==> src/rtl/pdp_pkg.sv <==
`timescale 1ns / 1ps
// ----------------------------------------------------------------------------
// pdp_pkg
// Shared types and constants for the packed integer sampled dot product.
// ----------------------------------------------------------------------------
package pdp_pkg;

   localparam int WORD_BITS   = 32;
   localparam int ALIGN       = 8;
   localparam int SLOT_W      = 20;
   localparam int LANE_W      = 3;
   localparam int ADDR_W      = 23;
   localparam int PREC_W      = 2;
   localparam int VLEN_W      = 4;
   localparam int ADDR_CALC_W = 32;
   localparam int PROD_W      = SLOT_W + VLEN_W;

   localparam int CSR_IDX_W   = 1;
   localparam int CSR_DATA_W  = 4;

   localparam int QUEUE_DEPTH = 2;
   localparam int QPTR_W      = $clog2(QUEUE_DEPTH);
   localparam int QCNT_W      = $clog2(QUEUE_DEPTH + 1);

   localparam logic [CSR_IDX_W-1:0] CSR_PRECISION  = 1'd0;
   localparam logic [CSR_IDX_W-1:0] CSR_VECTOR_LEN = 1'd1;

   localparam logic [PREC_W-1:0] PREC_4BIT  = 2'd0;
   localparam logic [PREC_W-1:0] PREC_8BIT  = 2'd1;
   localparam logic [PREC_W-1:0] PREC_16BIT = 2'd2;

   localparam logic [PREC_W-1:0] PREC_RESET = PREC_8BIT;
   localparam logic [VLEN_W-1:0] VLEN_RESET = 4'd1;

   typedef struct packed {
      logic [WORD_BITS-1:0] lhs_word;
      logic [WORD_BITS-1:0] rhs_word;
      logic                 last_word;
      logic [SLOT_W-1:0]    slot_index;
      logic [LANE_W-1:0]    vector_lane;
   } req_type;

   typedef struct packed {
      logic signed [WORD_BITS-1:0] dot_value;
      logic [ADDR_W-1:0]           out_address;
   } rsp_type;

   typedef struct packed {
      logic [WORD_BITS-1:0] partial;
      logic                 last;
      logic [ADDR_W-1:0]    addr;
   } work_type;

endpackage

==> src/rtl/pdp_front.sv <==
`timescale 1ns / 1ps
// ----------------------------------------------------------------------------
// pdp_front
// Accepts items, holds configuration, forms the word dot product and the
// output address, and hands one work entry per item to the queue.
// ----------------------------------------------------------------------------
module pdp_front
   import pdp_pkg::*;
(
   input  logic                  clock,
   input  logic                  reset,
   input  logic                  req_valid,
   output logic                  req_stall,
   input  req_type               req_data,
   input  logic                  csr_write_en,
   input  logic [CSR_IDX_W-1:0]  csr_index,
   input  logic [CSR_DATA_W-1:0] csr_wdata,
   output logic                  push_valid,
   input  logic                  push_full,
   output work_type              push_data
);

   logic [PREC_W-1:0] prec_ff, prec_in;
   logic [VLEN_W-1:0] vlen_ff, vlen_in;
   logic              stage_valid_ff, stage_valid_in;
   work_type          stage_data_ff, stage_data_in;

   logic                  stage_open;
   logic [11:0]           sum4;
   logic [17:0]           sum8;
   logic [WORD_BITS:0]    sum16;
   logic [WORD_BITS-1:0]  word_dot;
   logic [SLOT_W-1:0]     slot_hi;
   logic [SLOT_W-1:0]     slot_lo;
   logic [PROD_W-1:0]     slot_prod;
   logic [ADDR_CALC_W-1:0] addr_full;

   always_comb begin
      prec_in = prec_ff;
      vlen_in = vlen_ff;
      if (csr_write_en) begin
         case (csr_index)
            CSR_PRECISION:  prec_in = csr_wdata[PREC_W-1:0];
            CSR_VECTOR_LEN: vlen_in = csr_wdata[VLEN_W-1:0];
            default:        ;
         endcase
      end
   end

   always_comb begin
      sum4  = '0;
      sum8  = '0;
      sum16 = '0;
      for (int i = 0; i < WORD_BITS / 4; i++) begin
         sum4 = sum4 + 12'(req_data.lhs_word[4*i +: 4] * req_data.rhs_word[4*i +: 4]);
      end
      for (int i = 0; i < WORD_BITS / 8; i++) begin
         sum8 = sum8 + 18'(req_data.lhs_word[8*i +: 8] * req_data.rhs_word[8*i +: 8]);
      end
      for (int i = 0; i < WORD_BITS / 16; i++) begin
         sum16 = sum16 + (WORD_BITS+1)'(req_data.lhs_word[16*i +: 16]
                                      * req_data.rhs_word[16*i +: 16]);
      end
      case (prec_ff)
         PREC_4BIT: word_dot = WORD_BITS'(sum4);
         PREC_8BIT: word_dot = WORD_BITS'(sum8);
         default:   word_dot = sum16[WORD_BITS-1:0];
      endcase
   end

   always_comb begin
      slot_hi   = SLOT_W'(req_data.slot_index / ALIGN);
      slot_lo   = SLOT_W'(req_data.slot_index % ALIGN);
      slot_prod = PROD_W'(slot_hi) * PROD_W'(vlen_ff);
      addr_full = ADDR_CALC_W'(slot_prod) * ADDR_CALC_W'(ALIGN)
                + ADDR_CALC_W'(req_data.vector_lane) * ADDR_CALC_W'(ALIGN)
                + ADDR_CALC_W'(slot_lo);
   end

   assign stage_open = !stage_valid_ff || !push_full;
   assign req_stall  = !stage_open;

   always_comb begin
      stage_valid_in = stage_valid_ff;
      stage_data_in  = stage_data_ff;
      if (stage_open) begin
         stage_valid_in        = req_valid;
         stage_data_in.partial = word_dot;
         stage_data_in.last    = req_data.last_word;
         stage_data_in.addr    = addr_full[ADDR_W-1:0];
      end
   end

   assign push_valid = stage_valid_ff;
   assign push_data  = stage_data_ff;

   always_ff @(posedge clock) begin
      if (reset) begin
         prec_ff        <= PREC_RESET;
         vlen_ff        <= VLEN_RESET;
         stage_valid_ff <= 1'b0;
      end else begin
         prec_ff        <= prec_in;
         vlen_ff        <= vlen_in;
         stage_valid_ff <= stage_valid_in;
      end
   end

   always_ff @(posedge clock) begin
      stage_data_ff <= stage_data_in;
   end

endmodule

==> src/rtl/pdp_queue.sv <==
`timescale 1ns / 1ps
// ----------------------------------------------------------------------------
// pdp_queue
// Short register queue of work entries between the front and back parts.
// ----------------------------------------------------------------------------
module pdp_queue
   import pdp_pkg::*;
(
   input  logic     clock,
   input  logic     reset,
   input  logic     push_valid,
   output logic     push_full,
   input  work_type push_data,
   output logic     pop_valid,
   input  logic     pop_take,
   output work_type pop_data
);

   work_type           entry_ff [QUEUE_DEPTH];
   logic [QPTR_W-1:0]  wr_ptr_ff, wr_ptr_in;
   logic [QPTR_W-1:0]  rd_ptr_ff, rd_ptr_in;
   logic [QCNT_W-1:0]  count_ff, count_in;
   logic               do_push;
   logic               do_pop;

   assign push_full = (count_ff == QCNT_W'(QUEUE_DEPTH));
   assign pop_valid = (count_ff != '0);
   assign pop_data  = entry_ff[rd_ptr_ff];
   assign do_push   = push_valid && !push_full;
   assign do_pop    = pop_valid && pop_take;

   always_comb begin
      wr_ptr_in = wr_ptr_ff;
      rd_ptr_in = rd_ptr_ff;
      count_in  = count_ff;
      if (do_push) begin
         wr_ptr_in = (wr_ptr_ff == QPTR_W'(QUEUE_DEPTH - 1)) ? '0 : wr_ptr_ff + 1'b1;
      end
      if (do_pop) begin
         rd_ptr_in = (rd_ptr_ff == QPTR_W'(QUEUE_DEPTH - 1)) ? '0 : rd_ptr_ff + 1'b1;
      end
      case ({do_push, do_pop})
         2'b10:   count_in = count_ff + 1'b1;
         2'b01:   count_in = count_ff - 1'b1;
         default: count_in = count_ff;
      endcase
   end

   always_ff @(posedge clock) begin
      if (reset) begin
         wr_ptr_ff <= '0;
         rd_ptr_ff <= '0;
         count_ff  <= '0;
      end else begin
         wr_ptr_ff <= wr_ptr_in;
         rd_ptr_ff <= rd_ptr_in;
         count_ff  <= count_in;
      end
   end

   always_ff @(posedge clock) begin
      if (do_push) begin
         entry_ff[wr_ptr_ff] <= push_data;
      end
   end

endmodule

==> src/rtl/pdp_back.sv <==
`timescale 1ns / 1ps
// ----------------------------------------------------------------------------
// pdp_back
// Adds each work entry into the running sum and emits the result item on the
// last word of a dot product through an output register.
// ----------------------------------------------------------------------------
module pdp_back
   import pdp_pkg::*;
(
   input  logic     clock,
   input  logic     reset,
   input  logic     pop_valid,
   output logic     pop_take,
   input  work_type pop_data,
   output logic     rsp_valid,
   input  logic     rsp_stall,
   output rsp_type  rsp_data
);

   logic [WORD_BITS-1:0] acc_ff, acc_in;
   logic                 out_valid_ff, out_valid_in;
   rsp_type              out_data_ff, out_data_in;
   logic [WORD_BITS-1:0] total;
   logic                 do_pop;

   assign total    = acc_ff + pop_data.partial;
   assign pop_take = !pop_data.last || !out_valid_ff || !rsp_stall;
   assign do_pop   = pop_valid && pop_take;

   always_comb begin
      acc_in       = acc_ff;
      out_valid_in = out_valid_ff && rsp_stall;
      out_data_in  = out_data_ff;
      if (do_pop) begin
         if (pop_data.last) begin
            acc_in                  = '0;
            out_valid_in            = 1'b1;
            out_data_in.dot_value   = total;
            out_data_in.out_address = pop_data.addr;
         end else begin
            acc_in = total;
         end
      end
   end

   assign rsp_valid = out_valid_ff;
   assign rsp_data  = out_data_ff;

   always_ff @(posedge clock) begin
      if (reset) begin
         acc_ff       <= '0;
         out_valid_ff <= 1'b0;
      end else begin
         acc_ff       <= acc_in;
         out_valid_ff <= out_valid_in;
      end
   end

   always_ff @(posedge clock) begin
      out_data_ff <= out_data_in;
   end

endmodule

==> src/rtl/packed_int_sampled_dot_product_top.sv <==
`timescale 1ns / 1ps
// ----------------------------------------------------------------------------
// packed_int_sampled_dot_product_top
// Packed 4/8/16-bit unsigned dot product with sparse output addressing.
//
// Input channel req_*: one item per word pair, taken when req_valid is high
// and req_stall is low. Items accumulate into a 32-bit wrapping sum; an item
// with last_word set closes the dot product and yields one rsp_* item
// carrying the sum and its output address. Other items yield nothing.
// Throughput is one item per cycle while req_stall is low. A result passes
// through the front stage (multipliers and address), which loads it when
// its last item is taken, then a queue entry, then the output register.
// The csr_* port writes precision_mode (index 0) and vector_length (index 1);
// write only while the block is idle.
// Reset (synchronous) clears the running sum, empties the pipeline and sets
// precision_mode to 8-bit and vector_length to 1.
// When rsp_stall is held, the output register holds its item; once a last
// item heads the queue, the queue and front stage fill, and req_stall rises
// when both queue entries and the front stage hold items.
// ----------------------------------------------------------------------------
module packed_int_sampled_dot_product_top
   import pdp_pkg::*;
(
   input  logic                  clock,
   input  logic                  reset,
   input  logic                  req_valid,
   output logic                  req_stall,
   input  req_type               req_data,
   output logic                  rsp_valid,
   input  logic                  rsp_stall,
   output rsp_type               rsp_data,
   input  logic                  csr_write_en,
   input  logic [CSR_IDX_W-1:0]  csr_index,
   input  logic [CSR_DATA_W-1:0] csr_wdata
);

   logic     push_valid;
   logic     push_full;
   work_type push_data;
   logic     pop_valid;
   logic     pop_take;
   work_type pop_data;

   pdp_front u_front (
      .clock        (clock),
      .reset        (reset),
      .req_valid    (req_valid),
      .req_stall    (req_stall),
      .req_data     (req_data),
      .csr_write_en (csr_write_en),
      .csr_index    (csr_index),
      .csr_wdata    (csr_wdata),
      .push_valid   (push_valid),
      .push_full    (push_full),
      .push_data    (push_data)
   );

   pdp_queue u_queue (
      .clock      (clock),
      .reset      (reset),
      .push_valid (push_valid),
      .push_full  (push_full),
      .push_data  (push_data),
      .pop_valid  (pop_valid),
      .pop_take   (pop_take),
      .pop_data   (pop_data)
   );

   pdp_back u_back (
      .clock     (clock),
      .reset     (reset),
      .pop_valid (pop_valid),
      .pop_take  (pop_take),
      .pop_data  (pop_data),
      .rsp_valid (rsp_valid),
      .rsp_stall (rsp_stall),
      .rsp_data  (rsp_data)
   );

endmodule
==> config.mk <==
export PLATFORM = sky130hd
export DESIGN_NAME = packed_int_sampled_dot_product_top
export DESIGN_NICKNAME = d
export VERILOG_FILES = /design/src/rtl/pdp_pkg.sv /design/src/rtl/pdp_front.sv /design/src/rtl/pdp_queue.sv /design/src/rtl/pdp_back.sv /design/src/rtl/packed_int_sampled_dot_product_top.sv
export SDC_FILE = /design/constraint.sdc
export NUM_CORES = 2
export LEC_CHECK = 0
export BUFFER_PORTS_ARGS = -buffer_cell sky130_fd_sc_hd__buf_2
export CAP_MARGIN = 20
export CORE_ASPECT_RATIO = 0.6
export CORE_MARGIN = 5
export CORE_UTILIZATION = 30
export CTS_CLUSTER_DIAMETER = 50
export DETAILED_ROUTE_END_ITERATION = 6
export GPL_ROUTABILITY_DRIVEN = 0
export MAX_ROUTING_LAYER = met4
export PLACE_DENSITY = 0.54
export SYNTH_ARGS = -nofsm -noshare
export SYNTH_HDL_FRONTEND = slang
export SYNTH_HIERARCHICAL = 1
export SYNTH_SLANG_ARGS = --single-unit
==> constraint.sdc <==
create_clock -name clock -period 13.35 [get_ports clock]
set_clock_uncertainty 0.05 [all_clocks]
set_input_delay 4.005 -clock clock [delete_from_list [all_inputs] [get_ports clock]]
set_output_delay 4.005 -clock clock [all_outputs]
set_load 0.03 [all_outputs]
==> qor.tcl <==
set qor(outcome) {finished, final reports clean}
set qor(layout.cells.most_common_list) {1,034 x inv_1, 765 x fa_1, 432 x ha_1}
set qor(cp-startpoint) {req_data[63]}
set qor(fin_crit_sh) 0.832
set qor(yosysSeqAreaShare) 0.185
set qor(core_mm2) 0.136
set qor(slew_headroom) 0.217
set qor(critPathCaptureType) {register}
set qor(die_w_um) 488
set qor(gr-max-usage-layer) {met1}
set qor(worst_ep_arrival_time_ns) 11.30
set qor(portBuffers) 154
set qor(cap_viol_max_count) 0
set qor(groute.layer.met2.usage) 0.242
set qor(critical_path.startpoint_type) {input pin}
set qor(synth_fp_nets) 5293
set qor(drc) 0
set qor(worstMarginPinSlew_ns) 1.17
set qor(peak_fanout_along_the_critical_path) 16
set qor(ctsHoldBuffers) 0
set qor(synthesis.area_mm2) 0.0411
set qor(hold_class) {reg -> reg}
set qor(grt_usage) 0.196
set qor(grt_max_degree) 57
set qor(setup_viol_count_final) 0
set qor(globalRouteMet1Util) 0.280
set qor(nFillCells) 14015
set qor(fin_nets) 5390
set qor(post_synth.cell_area_avg_um2) 10.3
set qor(std_cell_rows) 105
set qor(cts-root-to-sink-buffers) 3
set qor(clk-insertion-delay-late_ns) 0.53
set qor(drt_first_iter_violations) 2301
set qor(yosysWarningCount) 6
set qor(period_minus_slack_ns) 11.11
set qor(yosysTopAreaCellShare) 0.373
set qor(synthDominantAreaCellType) {fa_1}
set qor(fin_area_mm2) 0.0449
set qor(htreeDepth) 2
set qor(dpl_cell_area_mm2) 0.0438
set qor(drive_above_1_share) 0.0760
set qor(post_cts_clock_slew_at_the_launch_and_capture_registers_of_the_worst_setup_and_hold_paths_ns) 0.06
set qor(cts_tree) {built}
set qor(overflow) 0
set qor(hpwlAfterDp_mm) 118
set qor(ys_types) 86
set qor(postSynthRegisterBits) 268
set qor(first_global_vias) 28845
set qor(postSynth.topFlopCell) {edfxtp_1}
set qor(initial_core_util) 0.301
set qor(worstHoldStart) {u_front/push_data[38]}
set qor(die-height_um) 297
set qor(hold_viol_final) 0
set qor(cp.required_ns) 13.54
set qor(synth_enable_flop_cells) 223
set qor(top_level_port_count) 155
set qor(dr_total_vias) 27865
set qor(grt_use_met3) 0.111
set qor(wl_per_cell_um) 23.0
set qor(avgViaCountPerCell) 4.69
set qor(clock.fmax_ghz) 0.0900
set qor(grt_antenna_before_repair) 3
set qor(crit_type) {in -> reg}
set qor(post_cts_sizing) 0
set qor(post_synth_inst_count) 3998
set qor(drt.antenna.violating_nets) 0
set qor(first_pass_grt_wire_length_mm) 201
set qor(async_reset_ff_frac) 0
set qor(postCtsSetupBuffers) 0
set qor(setup_total_negative_slack_ns) 0
set qor(most_common_cell_after_layout_fill_and_taps_aside) {inv_1}
set qor(cts_made_buffers) 35
set qor(die-area_mm2) 0.145
set qor(grt_setup_unrepaired) {no}
set qor(clock_sink_count) 268
set qor(detailedRoute.firstPassIterationCount) 6
set qor(clock-root-buffer) {clkbuf_16}
set qor(slew_viol_final) 0
set qor(postRouteWirelength_mm) 137
set qor(worst_r2r_startpoint) {u_front/vlen_ff[1]}
set qor(synth_area_leaders) {fa_1 37%, edfxtp_1 16%, ha_1 13%}
set qor(syn_to_final_growth_pct) 9.44
[through the flow]
step,setup WS (ns),cells,util,hold slack (ns)
after global placement,1.82,5877,0.321,0.373
after global routing,1.87,5938,0.329,0.382
final,2.24,5942,0.330,0.368
after detailed placement,1.76,5877,0.321,0.380
after CTS,2.30,5938,0.329,0.371
after floorplan,2.67,3998,-,0.370
[routing by layer]
| metal | part of all wire | wire [µm] |
|---|---|---|
| met5 | 0 | 0 |
| met4 | 0.013 | 1830 |
| met3 | 0.16 | 21300 |
| met2 | 0.36 | 49400 |
| met1 | 0.47 | 64300 |
[cell usage after synthesis, drive strengths merged (10+ instances only)]
cell    number
inv       1036
fa         765
ha         432
nand2      353
and2       308
edfxtp     223
a21oi      101
clkbuf      94
nor2        74
xnor2       64
mux2        56
o21ai       48
dfxtp       45
xor2        45
nor3        41
a21o        34
nand3       34
o21a        20
a22oi       16
a22o        15
nand4       15
nor2b       15
o21bai      14
a211oi      11
buf         10
nand2b      10
[critical path, stage by stage]
cell	delay, ns
buf_2	0.34
and2_1	0.40
fa_1	0.50
fa_1	0.43
fa_1	0.59
inv_1	0.07
fa_1	0.60
inv_1	0.10
fa_1	0.49
fa_1	0.54
fa_1	0.58
fa_1	0.47
ha_1	0.38
a21o_1	0.20
a21o_1	0.18
a211o_1	0.32
o311ai_1	0.32
a21boi_1	0.20
o41ai_1	0.33
xor2_1	0.17
nor2_1	0.06
[cell families after synthesis]
group,share of synthesized area
xor gates and xnor gates,0.0238
AOI/OAI and AO/OA,0.0554
adders and majority gates,0.505
buffers and inverters,0.104
muxes,0.0173
DFF,0.185
and+or+nand+nor,0.109
[path summary, 6_finish.rpt]
path / endpoint / slack, ns / depth (start not counted)
setup / recovery: u_front/push_data[52] / 2.24 / 21
hold / removal: u_queue/entry_ff[0][38] / 0.37 / 0
setup reg to reg: u_front/push_data[22] / 8.48 / 13
hold reg to reg: u_queue/entry_ff[0][38] / 0.37 / 0
[flip-flops by register name, summed over array words and instances, names as in the netlist, named ones only]
| register | count |
|---|---|
| u_front/push_valid | 1 |
| u_front/push_data | 56 |
| u_back/rsp_valid | 1 |
| u_back/acc_ff | 32 |
| u_front/prec_ff | 2 |
| u_queue/count_ff | 2 |
| u_queue/entry_ff | 112 |
| u_queue/wr_ptr_ff | 1 |
| u_front/vlen_ff | 4 |
| u_back/rsp_data | 55 |
| u_queue/rd_ptr_ff | 1 |
[layout make-up]
type	instances	area [µm²]	share of cell area
Clock buffer	42	922	0.0205
Tap cell	1819	2280	0.0506
Antenna cell	4	10.0	0.000223
Timing Repair Buffer	164	846	0.0188
Inverter	1036	3890	0.0865
Clock inverter	19	205	0.00457
Sequential cell	268	7600	0.169
Multi-Input combinational cell	2590	29200	0.650
Power is not shown: default switching activity piles up to over one toggle a cycle in this logic, so the estimate is an artifact.
